`config.mk`:
```
export PLATFORM = sky130hd
export DESIGN_NAME = raster_screen_coordinate_mapper_core
export DESIGN_NICKNAME = d
export VERILOG_FILES = /design/src/rtl/rscm_pkg.sv /design/src/rtl/rscm_front.sv /design/src/rtl/rscm_queue.sv /design/src/rtl/rscm_back.sv /design/src/rtl/raster_screen_coordinate_mapper_core.sv
export SDC_FILE = /design/constraint.sdc
export NUM_CORES = 2
export LEC_CHECK = 0
export BUFFER_PORTS_ARGS = -buffer_cell sky130_fd_sc_hd__clkbuf_2
export CAP_MARGIN = 25
export CELL_PAD_IN_SITES_DETAIL_PLACEMENT = 1
export CELL_PAD_IN_SITES_GLOBAL_PLACEMENT = 2
export CORE_ASPECT_RATIO = 1.1
export CORE_UTILIZATION = 41
export CTS_CLUSTER_DIAMETER = 120
export DETAILED_ROUTE_END_ITERATION = 16
export GPL_ROUTABILITY_DRIVEN = 0
export GPL_TIMING_DRIVEN = 1
export PLACE_DENSITY = 0.74
export SLEW_MARGIN = 20
export SYNTH_ARGS = -nofsm -noshare
export SYNTH_HDL_FRONTEND = slang
export SYNTH_SLANG_ARGS = --single-unit
export TNS_END_PERCENT = 100
```
`constraint.sdc`:
```
create_clock -name clock -period 34.3 [get_ports clock]
set_input_delay 6.86 -clock clock [delete_from_list [all_inputs] [get_ports clock]]
set_output_delay 6.86 -clock clock [all_outputs]
set_load 0.01 [all_outputs]
```
`src/rtl/rscm_pkg.sv`:
```
// Shared types, widths and codes for the raster/screen coordinate mapper.
// No dependencies; used by every module of the mapper.
`timescale 1ns / 1ps

package rscm_pkg;

   localparam int COORD_WIDTH = 16;
   localparam int MAX_SCALE = 64;
   localparam int OUT_WIDTH = 24;
   localparam int SCREEN_WIDTH = 9;
   localparam int SCALE_WIDTH = 8;

   localparam int SCALE_MAG_LIMIT =
      (MAX_SCALE < (1 << (SCALE_WIDTH - 1))) ? MAX_SCALE : (1 << (SCALE_WIDTH - 1));
   localparam int MAG_WIDTH = $clog2(SCALE_MAG_LIMIT + 1);
   localparam int DIFF_WIDTH = COORD_WIDTH + 1;
   localparam int PROD_WIDTH = DIFF_WIDTH + MAG_WIDTH + 1;
   localparam int SUM_WIDTH = PROD_WIDTH + 1;

   localparam int DIV_RADIX_BITS = 2;
   localparam int DIV_STAGES = (DIFF_WIDTH + DIV_RADIX_BITS - 1) / DIV_RADIX_BITS;
   localparam int NUM_WIDTH = DIV_STAGES * DIV_RADIX_BITS;

   localparam int QUEUE_DEPTH = 2;

   localparam int CSR_ADDR_WIDTH = 5;
   localparam int CSR_DATA_WIDTH = 32;
   localparam int CSR_INDEX_WIDTH = CSR_ADDR_WIDTH - 2;

   localparam logic [CSR_INDEX_WIDTH-1:0] REG_RASTER_ORIGIN_X = 3'd0;
   localparam logic [CSR_INDEX_WIDTH-1:0] REG_RASTER_ORIGIN_Y = 3'd1;
   localparam logic [CSR_INDEX_WIDTH-1:0] REG_SCREEN_ORIGIN_X = 3'd2;
   localparam logic [CSR_INDEX_WIDTH-1:0] REG_SCREEN_ORIGIN_Y = 3'd3;
   localparam logic [CSR_INDEX_WIDTH-1:0] REG_SCALE_FACTOR = 3'd4;

   localparam logic OP_RASTER_TO_SCREEN = 1'b0;
   localparam logic OP_SCREEN_TO_RASTER = 1'b1;

   typedef struct packed {
      logic                          op;
      logic signed [COORD_WIDTH-1:0] in_x;
      logic signed [COORD_WIDTH-1:0] in_y;
   } req_type;

   typedef struct packed {
      logic signed [OUT_WIDTH-1:0] out_x;
      logic signed [OUT_WIDTH-1:0] out_y;
   } rsp_type;

   typedef struct packed {
      logic signed [COORD_WIDTH-1:0] raster_origin_x;
      logic signed [COORD_WIDTH-1:0] raster_origin_y;
      logic [SCREEN_WIDTH-1:0]       screen_origin_x;
      logic [SCREEN_WIDTH-1:0]       screen_origin_y;
      logic signed [SCALE_WIDTH-1:0] scale_factor;
   } cfg_type;

   typedef struct packed {
      logic                         use_div;
      logic [MAG_WIDTH-1:0]         mag;
      logic signed [DIFF_WIDTH-1:0] diff_x;
      logic signed [DIFF_WIDTH-1:0] diff_y;
      logic signed [DIFF_WIDTH-1:0] add_x;
      logic signed [DIFF_WIDTH-1:0] add_y;
   } work_type;

endpackage

```
`src/rtl/rscm_front.sv`:
```
// Front end: accepts a coordinate word, decodes scale mode and clamps the magnitude,
// forms origin offsets and centring terms. Depends on rscm_pkg.
`timescale 1ns / 1ps

module rscm_front (
   input  logic               start,
   input  logic               busy,
   input  rscm_pkg::req_type  req_data,
   input  rscm_pkg::cfg_type  cfg,
   output logic               push,
   output rscm_pkg::work_type work
);

   localparam int MAG_W = rscm_pkg::MAG_WIDTH;
   localparam int DIFF_W = rscm_pkg::DIFF_WIDTH;
   localparam int SC_W = rscm_pkg::SCALE_WIDTH;
   localparam logic [SC_W:0] LIMIT = (SC_W + 1)'(rscm_pkg::SCALE_MAG_LIMIT);

   logic                     zoom;
   logic [SC_W:0]            sc_abs;
   logic [MAG_W-1:0]         mag;
   logic signed [DIFF_W-1:0] ix;
   logic signed [DIFF_W-1:0] iy;
   logic signed [DIFF_W-1:0] rox;
   logic signed [DIFF_W-1:0] roy;
   logic signed [DIFF_W-1:0] sox;
   logic signed [DIFF_W-1:0] soy;
   logic signed [DIFF_W-1:0] half_mag;
   logic signed [DIFF_W-1:0] half_block;

   assign push = start && !busy;

   always_comb begin
      zoom = cfg.scale_factor[SC_W-1];
      sc_abs = zoom ? -{cfg.scale_factor[SC_W-1], cfg.scale_factor}
                    : {1'b0, cfg.scale_factor};
      if (sc_abs == '0) begin
         mag = MAG_W'(1);
      end else if (sc_abs > LIMIT) begin
         mag = MAG_W'(LIMIT);
      end else begin
         mag = MAG_W'(sc_abs);
      end

      ix = DIFF_W'(req_data.in_x);
      iy = DIFF_W'(req_data.in_y);
      rox = DIFF_W'(cfg.raster_origin_x);
      roy = DIFF_W'(cfg.raster_origin_y);
      sox = $signed(DIFF_W'(cfg.screen_origin_x));
      soy = $signed(DIFF_W'(cfg.screen_origin_y));
      half_mag = $signed(DIFF_W'(mag >> 1));
      half_block = $signed(DIFF_W'((mag - MAG_W'(1)) >> 1));

      work.mag = mag;
      if (req_data.op == rscm_pkg::OP_RASTER_TO_SCREEN) begin
         work.use_div = !zoom;
         work.diff_x = ix - rox;
         work.diff_y = iy - roy;
         work.add_x = zoom ? sox + half_mag : sox;
         work.add_y = zoom ? soy + half_mag : soy;
      end else begin
         work.use_div = zoom;
         work.diff_x = ix - sox;
         work.diff_y = iy - soy;
         work.add_x = zoom ? rox : rox + half_block;
         work.add_y = zoom ? roy : roy + half_block;
      end
   end

endmodule

```
`src/rtl/rscm_queue.sv`:
```
// Short FIFO between front end and back end of the mapper.
// Drains one word per cycle whenever not empty. Depends on rscm_pkg.
`timescale 1ns / 1ps

module rscm_queue (
   input  logic               clock,
   input  logic               reset,
   input  logic               push,
   input  rscm_pkg::work_type push_data,
   output logic               full,
   output logic               pop_valid,
   output rscm_pkg::work_type pop_data
);

   localparam int DEPTH = rscm_pkg::QUEUE_DEPTH;
   localparam int PTR_W = $clog2(DEPTH);
   localparam int CNT_W = $clog2(DEPTH + 1);

   rscm_pkg::work_type mem_ff [DEPTH];
   logic [PTR_W-1:0]   wr_ptr_ff;
   logic [PTR_W-1:0]   wr_ptr_in;
   logic [PTR_W-1:0]   rd_ptr_ff;
   logic [PTR_W-1:0]   rd_ptr_in;
   logic [CNT_W-1:0]   count_ff;
   logic [CNT_W-1:0]   count_in;

   assign full = (count_ff == CNT_W'(DEPTH));
   assign pop_valid = (count_ff != '0);
   assign pop_data = mem_ff[rd_ptr_ff];

   always_comb begin
      wr_ptr_in = push ? wr_ptr_ff + PTR_W'(1) : wr_ptr_ff;
      rd_ptr_in = pop_valid ? rd_ptr_ff + PTR_W'(1) : rd_ptr_ff;
      count_in = count_ff + CNT_W'(push) - CNT_W'(pop_valid);
   end

   always_ff @(posedge clock) begin
      if (push) begin
         mem_ff[wr_ptr_ff] <= push_data;
      end
   end

   always_ff @(posedge clock) begin
      if (reset) begin
         wr_ptr_ff <= '0;
         rd_ptr_ff <= '0;
         count_ff <= '0;
      end else begin
         wr_ptr_ff <= wr_ptr_in;
         rd_ptr_ff <= rd_ptr_in;
         count_ff <= count_in;
      end
   end

`ifndef NO_ASSERTIONS
   a_count_bounded: assert property (@(posedge clock) disable iff (reset)
      count_ff <= CNT_W'(DEPTH))
      else $error("queue count beyond depth");

   a_no_push_when_full: assert property (@(posedge clock) disable iff (reset)
      (count_ff == CNT_W'(DEPTH)) |-> !push)
      else $error("queue written while full");
`endif

endmodule

```
`src/rtl/rscm_back.sv`:
```
// Back end: multiplier and pipelined radix-4 restoring divider for both axes,
// final add of the origin and centring terms, result register. Depends on rscm_pkg.
`timescale 1ns / 1ps

module rscm_back (
   input  logic               clock,
   input  logic               reset,
   input  logic               work_valid,
   input  rscm_pkg::work_type work,
   output logic               rsp_strobe,
   output rscm_pkg::rsp_type  rsp_data
);

   localparam int MAG_W = rscm_pkg::MAG_WIDTH;
   localparam int DIFF_W = rscm_pkg::DIFF_WIDTH;
   localparam int PROD_W = rscm_pkg::PROD_WIDTH;
   localparam int SUM_W = rscm_pkg::SUM_WIDTH;
   localparam int NUM_W = rscm_pkg::NUM_WIDTH;
   localparam int OUT_W = rscm_pkg::OUT_WIDTH;
   localparam int STAGES = rscm_pkg::DIV_STAGES;

   typedef struct packed {
      logic [MAG_W-1:0] rem;
      logic [NUM_W-1:0] num;
   } div_state_type;

   typedef struct packed {
      logic                         valid;
      logic                         use_div;
      logic [MAG_W-1:0]             mag;
      logic                         neg_x;
      logic                         neg_y;
      div_state_type                div_x;
      div_state_type                div_y;
      logic signed [PROD_W-1:0]     prod_x;
      logic signed [PROD_W-1:0]     prod_y;
      logic signed [DIFF_W-1:0]     add_x;
      logic signed [DIFF_W-1:0]     add_y;
   } pipe_type;

   function automatic div_state_type div_step(input div_state_type s,
                                              input logic [MAG_W-1:0] d);
      div_state_type  r;
      logic [MAG_W:0] trial;
      r = s;
      for (int i = 0; i < rscm_pkg::DIV_RADIX_BITS; i++) begin
         trial = {r.rem, r.num[NUM_W-1]};
         r.num = {r.num[NUM_W-2:0], 1'b0};
         if (trial >= {1'b0, d}) begin
            r.rem = MAG_W'(trial - {1'b0, d});
            r.num[0] = 1'b1;
         end else begin
            r.rem = trial[MAG_W-1:0];
         end
      end
      return r;
   endfunction

   pipe_type                 pipe_ff [STAGES+1];
   pipe_type                 pipe_in [STAGES+1];
   logic                     rsp_strobe_ff;
   logic                     rsp_strobe_in;
   rscm_pkg::rsp_type        rsp_data_ff;
   rscm_pkg::rsp_type        rsp_data_in;
   logic [DIFF_W-1:0]        abs_x;
   logic [DIFF_W-1:0]        abs_y;
   logic signed [PROD_W-1:0] mag_s;
   logic signed [SUM_W-1:0]  q_x;
   logic signed [SUM_W-1:0]  q_y;
   logic signed [SUM_W-1:0]  sum_x;
   logic signed [SUM_W-1:0]  sum_y;

   always_comb begin
      abs_x = work.diff_x[DIFF_W-1] ? DIFF_W'(-work.diff_x) : DIFF_W'(work.diff_x);
      abs_y = work.diff_y[DIFF_W-1] ? DIFF_W'(-work.diff_y) : DIFF_W'(work.diff_y);
      mag_s = $signed(PROD_W'(work.mag));

      pipe_in[0].valid = work_valid;
      pipe_in[0].use_div = work.use_div;
      pipe_in[0].mag = work.mag;
      pipe_in[0].neg_x = work.diff_x[DIFF_W-1];
      pipe_in[0].neg_y = work.diff_y[DIFF_W-1];
      pipe_in[0].div_x.rem = '0;
      pipe_in[0].div_x.num = NUM_W'(abs_x);
      pipe_in[0].div_y.rem = '0;
      pipe_in[0].div_y.num = NUM_W'(abs_y);
      pipe_in[0].prod_x = PROD_W'(work.diff_x) * mag_s;
      pipe_in[0].prod_y = PROD_W'(work.diff_y) * mag_s;
      pipe_in[0].add_x = work.add_x;
      pipe_in[0].add_y = work.add_y;

      for (int k = 1; k <= STAGES; k++) begin
         pipe_in[k] = pipe_ff[k-1];
         pipe_in[k].div_x = div_step(pipe_ff[k-1].div_x, pipe_ff[k-1].mag);
         pipe_in[k].div_y = div_step(pipe_ff[k-1].div_y, pipe_ff[k-1].mag);
      end

      q_x = $signed(SUM_W'(pipe_ff[STAGES].div_x.num[DIFF_W-1:0]));
      q_y = $signed(SUM_W'(pipe_ff[STAGES].div_y.num[DIFF_W-1:0]));
      if (pipe_ff[STAGES].neg_x) begin
         q_x = -q_x;
      end
      if (pipe_ff[STAGES].neg_y) begin
         q_y = -q_y;
      end
      sum_x = (pipe_ff[STAGES].use_div ? q_x : SUM_W'(pipe_ff[STAGES].prod_x))
            + SUM_W'(pipe_ff[STAGES].add_x);
      sum_y = (pipe_ff[STAGES].use_div ? q_y : SUM_W'(pipe_ff[STAGES].prod_y))
            + SUM_W'(pipe_ff[STAGES].add_y);

      rsp_strobe_in = pipe_ff[STAGES].valid;
      rsp_data_in.out_x = sum_x[OUT_W-1:0];
      rsp_data_in.out_y = sum_y[OUT_W-1:0];
   end

   always_ff @(posedge clock) begin
      if (reset) begin
         for (int k = 0; k <= STAGES; k++) begin
            pipe_ff[k].valid <= 1'b0;
         end
         rsp_strobe_ff <= 1'b0;
      end else begin
         for (int k = 0; k <= STAGES; k++) begin
            pipe_ff[k] <= pipe_in[k];
         end
         rsp_strobe_ff <= rsp_strobe_in;
      end
      rsp_data_ff <= rsp_data_in;
   end

   assign rsp_strobe = rsp_strobe_ff;
   assign rsp_data = rsp_data_ff;

`ifndef NO_ASSERTIONS
   a_strobe_follows_pipe: assert property (@(posedge clock) disable iff (reset)
      pipe_ff[STAGES].valid |=> rsp_strobe_ff)
      else $error("finished word not presented");

   a_remainder_below_divisor: assert property (@(posedge clock) disable iff (reset)
      pipe_ff[STAGES].valid |->
         (pipe_ff[STAGES].div_x.rem < pipe_ff[STAGES].mag) &&
         (pipe_ff[STAGES].div_y.rem < pipe_ff[STAGES].mag))
      else $error("divider remainder not below divisor");

   a_divisor_nonzero: assert property (@(posedge clock) disable iff (reset)
      pipe_ff[0].valid |-> (pipe_ff[0].mag != '0))
      else $error("zero scale magnitude entered back end");
`endif

endmodule

```
`src/rtl/raster_screen_coordinate_mapper_core.sv`:
```
// Raster/screen coordinate mapper. One coordinate word is taken per clock while busy is
// low; busy rises only if the two-entry queue between front end and back end is full,
// which does not happen since the back end drains a word every cycle. Each result
// appears on rsp_data with rsp_strobe for one cycle, after passing through the queue,
// the pipelined radix-4 divider (nine stages for a 17-bit offset) and the result
// register. Results keep input order and cannot be held off.
`timescale 1ns / 1ps

module raster_screen_coordinate_mapper_core (
   input  logic                                  clock,
   input  logic                                  reset,
   input  logic                                  start,
   output logic                                  busy,
   input  rscm_pkg::req_type                     req_data,
   output logic                                  rsp_strobe,
   output rscm_pkg::rsp_type                     rsp_data,
   input  logic                                  psel,
   input  logic                                  penable,
   input  logic                                  pwrite,
   input  logic [rscm_pkg::CSR_ADDR_WIDTH-1:0]   paddr,
   input  logic [rscm_pkg::CSR_DATA_WIDTH-1:0]   pwdata,
   output logic [rscm_pkg::CSR_DATA_WIDTH-1:0]   prdata,
   output logic                                  pready
);

   localparam int DW = rscm_pkg::CSR_DATA_WIDTH;

   rscm_pkg::cfg_type                    cfg_ff;
   rscm_pkg::cfg_type                    cfg_in;
   logic [rscm_pkg::CSR_INDEX_WIDTH-1:0] csr_index;
   logic                                 csr_write;
   logic                                 push;
   rscm_pkg::work_type                   push_data;
   logic                                 pop_valid;
   rscm_pkg::work_type                   pop_data;

   assign pready = 1'b1;
   assign csr_index = paddr[rscm_pkg::CSR_ADDR_WIDTH-1:2];
   assign csr_write = psel && penable && pwrite && pready;

   always_comb begin
      cfg_in = cfg_ff;
      if (csr_write) begin
         unique case (csr_index)
            rscm_pkg::REG_RASTER_ORIGIN_X:
               cfg_in.raster_origin_x = pwdata[rscm_pkg::COORD_WIDTH-1:0];
            rscm_pkg::REG_RASTER_ORIGIN_Y:
               cfg_in.raster_origin_y = pwdata[rscm_pkg::COORD_WIDTH-1:0];
            rscm_pkg::REG_SCREEN_ORIGIN_X:
               cfg_in.screen_origin_x = pwdata[rscm_pkg::SCREEN_WIDTH-1:0];
            rscm_pkg::REG_SCREEN_ORIGIN_Y:
               cfg_in.screen_origin_y = pwdata[rscm_pkg::SCREEN_WIDTH-1:0];
            rscm_pkg::REG_SCALE_FACTOR:
               cfg_in.scale_factor = pwdata[rscm_pkg::SCALE_WIDTH-1:0];
            default: ;
         endcase
      end
   end

   always_comb begin
      unique case (csr_index)
         rscm_pkg::REG_RASTER_ORIGIN_X: prdata = DW'($unsigned(cfg_ff.raster_origin_x));
         rscm_pkg::REG_RASTER_ORIGIN_Y: prdata = DW'($unsigned(cfg_ff.raster_origin_y));
         rscm_pkg::REG_SCREEN_ORIGIN_X: prdata = DW'(cfg_ff.screen_origin_x);
         rscm_pkg::REG_SCREEN_ORIGIN_Y: prdata = DW'(cfg_ff.screen_origin_y);
         rscm_pkg::REG_SCALE_FACTOR:    prdata = DW'($unsigned(cfg_ff.scale_factor));
         default:                       prdata = '0;
      endcase
   end

   always_ff @(posedge clock) begin
      if (reset) begin
         cfg_ff.raster_origin_x <= '0;
         cfg_ff.raster_origin_y <= '0;
         cfg_ff.screen_origin_x <= '0;
         cfg_ff.screen_origin_y <= '0;
         cfg_ff.scale_factor <= rscm_pkg::SCALE_WIDTH'(1);
      end else begin
         cfg_ff <= cfg_in;
      end
   end

   rscm_front u_front (
      .start    (start),
      .busy     (busy),
      .req_data (req_data),
      .cfg      (cfg_ff),
      .push     (push),
      .work     (push_data)
   );

   rscm_queue u_queue (
      .clock     (clock),
      .reset     (reset),
      .push      (push),
      .push_data (push_data),
      .full      (busy),
      .pop_valid (pop_valid),
      .pop_data  (pop_data)
   );

   rscm_back u_back (
      .clock      (clock),
      .reset      (reset),
      .work_valid (pop_valid),
      .work       (pop_data),
      .rsp_strobe (rsp_strobe),
      .rsp_data   (rsp_data)
   );

endmodule
```
# Word-level counts from Yosys, hierarchy flattened
# Memories as Yosys holds them, arrays and structs flattened. A register that Yosys moved wholly into a read port is not among the register bits.
# Cells that the tools add are included.
# word_totals
mem_bits_rw	1602
ff_bits	111
memories	2
# memory_table
memory	words	word_bits	rd	rd_clocked_by_memory_dff	wr	line_no	source
u_back.pipe_ff	10	145	10	0	10	rscm_back.sv:59	pipe_type pipe_ff [STAGES+1];
u_queue.mem_ff	2	76	1	1	1	rscm_queue.sv:19	rscm_pkg::work_type mem_ff [DEPTH];
# classes
multipliers	2
n_lt_le_gt_ge	37
n_reduce_logical	13
bitwise	10
n_mux	105
eq_ne	5
addsub	56
# op_table
operator	n
$ge 8x7->1	36
$mux 7	38
$sub 7x7->7	36
$mux 17	6
$mux 24	4
$pmux 16 s5	1
$mux 68	1
$mux 1	54
$mul 17x8->25	2
$add 24x17->24	2
$neg 17->24	2
$add 16x17->17	2
$neg 17->17	2
$sub 16x10->17	2
$sub 16x16->17	2
$add 9x6->10	2
$or 1x1->1	10
$reduce_and 2->1	5
$gt 9x7->1 const B	1
$logic_not 9->1	1
$mux 9	1
$neg 9->9	1
$sub 7x1->8 const B	1
$eq 3x2->1 const B	2
10 further kinds	14

# Logic depth before layout (Yosys ltp)
# logic_depth
depth_word	9
depth_mapped	25

# By module
# A second synthesis with hierarchy kept.
# hier_totals
hier_cells	5621
area_unflattened_um2	78924.4
# by_module_without_submodules
mod	area_each_um2	cells_per_inst	instances	seq_area_each_um2
rscm_back	65674.2	4464	1	42170.4
rscm_queue	5845.6	257	1	4664.5
rscm_front	4455.5	603	1	0.0
raster_screen_coordinate_mapper_core	2949.1	297	1	1161.1

# Worst setup path before layout
# Ideal clock, no wire load.
# synth_path
kind	in2reg
startpoint	input port reset
endpoint	register u_queue.count_ff[1]
arrival_time_ns	35.105
n_path_buf	1
stages	3
slack_ns	-0.987
t_required_ns	34.118
path_cell_list	clkbuf_1 > inv_1 > and3_1
# synth_lines
element	line_no	source
start, declared	raster_screen_coordinate_mapper_core.sv:11	input logic reset,
end signal, assigned	rscm_queue.sv:51	count_ff <= count_in;
end, declared	rscm_queue.sv:24	logic [CNT_W-1:0] count_ff;
# No word-level cell between the ends.

# Worst setup path after layout
# layout_path
startpoint	input port paddr[2] (netlist name)
endpoint	output port prdata[6] (netlist name)
# layout_between
elab_chain_cells	2
# layout_lines
element	line_no	source
start, declared	raster_screen_coordinate_mapper_core.sv:20	input logic [rscm_pkg::CSR_ADDR_WIDTH-1:0] paddr,
$eq 3x3->1 (tied with other cells)	raster_screen_coordinate_mapper_core.sv:61	unique case (csr_index)
$pmux 16 s5 (*)	raster_screen_coordinate_mapper_core.sv:61	
end, declared	raster_screen_coordinate_mapper_core.sv:22	output logic [rscm_pkg::CSR_DATA_WIDTH-1:0] prdata,
# Mark *: on every way between the ends. The rest lies on a longest branch, timed or not.

==> metrics list <==
- The run finished with clean final reports.
* Sum of net half-perimeters after detailed placement: roughly 120000 µm
- Depth of the most critical reg-to-reg path: 20
- After synthesis the netlist holds a flip-flop and latch count of about 1600.
* Design area: 0.08732 mm²
- TritonCTS built the clock tree.
* Share of post-route cells with drive strength above 1: 0.09751
- Data arrival time of the critical path: slightly below 9 ns
* Yosys warning count: 0
- The initial utilization of the core area, before any placement, comes to 0.4124.
- In this design, the critical path's most frequently occurring cell is sky130_fd_sc_hd__clkbuf_2.
- Number of placement rows: around 170
* Commonest cells after routing, fill and taps aside: 1517 x sky130_fd_sc_hd__edfxtp_1, 457 x sky130_fd_sc_hd__ha_1, 415 x sky130_fd_sc_hd__nor2_1
* Max Cap Viol: 0
- Synthesis produced a netlist whose cell count is around 5600.
- Buffers inserted to repair hold after CTS numbered 0.
* Actual transition at the worst max-transition pin: around 1.1 ns
- DRC violation count after routing: 0
- Leaving out fill and tap cells, the most frequent cell in the layout is sky130_fd_sc_hd__edfxtp_1.
- Post-CTS repair changed the size of 0 cells.
- The worst hold path begins at u_back.pipe_ff[0][262].
- Cells on Worst Hold Path: 0
- RSZ-0062 raised after global routing: false
- Core Footprint: approximately 0.19 mm²
- Buffers inserted during post-CTS setup optimization: 0
- Post-Route Setup TNS: 0 ns
- Final hold violation count: 0
- Worst setup SP type: input pin
- Sorting the synthesized cells by area gives the leading types as sky130_fd_sc_hd__edfxtp_1 59%, sky130_fd_sc_hd__ha_1 7.4%, sky130_fd_sc_hd__fa_1 5.6%.
- In this run the number of H-tree levels came out at 4.
- Grt total ovfl: 0
- Area growth from synthesis to layout: 12.58%
- Sequential-to-total area share from yosys stat: 0.6188
- In this run the worst path has a maximum fanout of 25.
- The net count of the finished layout is ~6600.
- In this run the remaining antenna-violating nets after routing total 0.
- Upper clock frequency limit: roughly 64 MHz
- Terminating pin of the worst hold path: u_back.pipe_ff[0][409]
* Count of distinct cell types in the synthesized netlist: slightly above 80
- Routed wire per std cell: 19.88 µm
- The number of global-route vias before repair is between 40000 and 50000.
* R2R Path End: u_back.pipe_ff[0][57]
- Longest Clk Path Bufs: 3
* Top-Level Pins: ~160
- The synthesized design contains 1517 enable-type register cells.
* Placement-stage cell area: roughly 0.08 mm²
* Global-route wire length before repair: 259300 µm
- Final core area utilization: 0.4643
- Mean instance size in the synthesized netlist: about 14 µm²
- After clock tree synthesis, the clock-pin slew on the worst setup and hold paths is around 0.060 ns.
* Pre-Repair DR Iteration Count: 5
- The slowest stage of the critical path belongs to the cell sky130_fd_sc_hd__nor2b_1.
* Die Height: 458.2 µm
* Sink count of the clock tree: 1639
- The biggest area contributor in the post-synthesis netlist is sky130_fd_sc_hd__edfxtp_1.
- Pin count of the biggest net entering global routing: between 200 and 250
- Summing all flip-flop and latch instances after layout gives ~0.048 mm².
- The critical path goes through clkbuf_2 > nor2b_1 > a22oi_1 > o22ai_1 > clkbuf_2.
* Mapped cell area: ~0.078 mm²
- Port buffering added around 120 buffers.
* Fraction of post-synthesis cell area in the top cell type by area: 0.5873
- Tmin final: 15.61 ns
* Predominant post-synthesis flop cell: sky130_fd_sc_hd__edfxtp_1
- Wires add up to ~170000 µm.
* Clock latency at the later pin of the worst-skew pair: 0.81 ns
- Vias: 42520
* Ys async rst share: 0
- In this run the register-to-register setup slack is 26.70 ns.
- Max_slew headroom: 0.2568
- The analysis attributes to cell leakage a power of 34.07 nW.
- Number of buffers created by CTS: approximately 170
- The min-delay analysis places its worst path in the category register to register.
- Power spread over the standard cell area amounts to between 70 and 80 mW/mm².
* Final Max Tran Viols: 0
- Required time at the worst-slack endpoint: between 20 and 30 ns
- Worst Hold Margin: roughly 0.39 ns
* VDD IR-drop max: about 0.043 mV
- Setup violations remaining at the end of the flow were counted as 0.
- Initial antenna violation count: 4
- Summing all multi-input logic gate instances after layout gives ~0.027 mm².
* Number of fill cells: roughly 19000
* Category of the critical setup timing path: input pin to output port
* Overall die width: ~420 µm
* Period Utilization, post-route: 0.4552
- The tree is rooted in a sky130_fd_sc_hd__clkbuf_16.
- Largest clock skew in the final design: between 0.05 and 0.06 ns
- The largest single stage delay on the critical path is ~0.6 ns.
- Across every metal layer, demand over resource in global routing totals 0.1760.
- Die area: approximately 0.19 mm²
* Worst Setup End Kind: output port
- Detail-routed via count per cell: a little over 5
- Iteration-0 DRC Markers: about 1900
## stage by stage
step / setup WS [ns] / cells / power (mW)
2_1_floorplan: 6.019 / 5630 / 4.567
3_3_place_gp: 18.72 / 8116 / 5.047
3_5_place_dp: 18.66 / 8117 / 5.126
4_1_cts: 18.67 / 8424 / 7.037
5_1_grt: 18.59 / 8430 / 7.379
6_report: 18.69 / 8431 / 6.927
## cell usage after synthesis (all sizes together), types with 14 or more instances
master,count
a31oi,18
mux2,145
a21oi,247
a21o,149
buf,48
edfxtp,1517
o21a,43
nand2b,76
and3,16
a21boi,14
xnor2,190
nor2b,103
o21bai,21
nor3,29
o21ai,254
nand3,41
and2,15
nand2,299
nand4,42
mux2i,126
o31ai,18
clkbuf,102
inv,461
or2,48
a22oi,16
a211oi,17
ha,457
nor2,417
xor2,160
dfxtp,122
fa,218
## flip-flops by register name, indices dropped and copies added, names as in the netlist, named ones only
| signal | flops |
|---|---|
| u_queue.rd_ptr_ff | 1 |
| u_queue.count_ff | 2 |
| u_back.rsp_strobe | 1 |
| u_back.rsp_data | 48 |
| u_queue.mem_ff | 152 |
| u_queue.wr_ptr_ff | 1 |
| u_back.pipe_ff | 1375 |
| cfg_ff | 58 |
## per-layer routing
metal / GRT usage / part of all wire
met1: 0.2150 / 0.43
met2: 0.3182 / 0.52
met3: 0.02330 / 0.025
met4: 0.05973 / 0.030
met5: 0 / 0
## worst max path at each step
stage / start / to / slack (ns) / cells after the start
after floorplan: reset / u_back.pipe_ff[0][0] / 6.02 / 2
after global placement: paddr[2] / prdata[6] / 18.72 / 5
after detailed placement: paddr[2] / prdata[6] / 18.66 / 5
after CTS: paddr[2] / prdata[6] / 18.67 / 5
after global routing: paddr[2] / prdata[6] / 18.59 / 5
final: paddr[2] / prdata[6] / 18.69 / 5
## critical path: cells and delay by family
family	cells	cell delay, ns
buffers and inverters	2	0.76
AOI/OAI and AO/OA	2	0.52
and+or+nand+nor	1	0.60
## logic make-up (layout without fill, tap and decap cells)
group                      count (synthesis)  in the layout  share of synthesized area
muxes                                    283            283                    0.04080
other                                      2             41                 0.00009683
DFF                                     1639           1639                     0.6188
and+or+nand+nor                         1141           1141                    0.06877
adders and majority gates                675            675                     0.1300
buffers and inverters                    611            960                    0.03052
xor gates and xnor gates                 350            350                    0.03952
AOI/OAI and AO/OA                        892            892                    0.07148
## area by class of cell
type | count | share of cell area
Antenna cell | 2 | 0.00005732
Timing Repair Buffer | 192 | 0.01460
Clock buffer | 196 | 0.05025
Tap cell | 2450 | 0.03511
Sequential cell | 1639 | 0.5497
Clock inverter | 111 | 0.01569
Multi-Input combinational cell | 3380 | 0.3147
Inverter | 461 | 0.01986
## report_power, final
group,switching (mW),internal (mW)
Clock,0.772,1.10
Sequential,0.115,2.61
Combinational,1.32,1.02
Total,2.20,4.72
No activity file was read; power rests on OpenSTA's default activity.
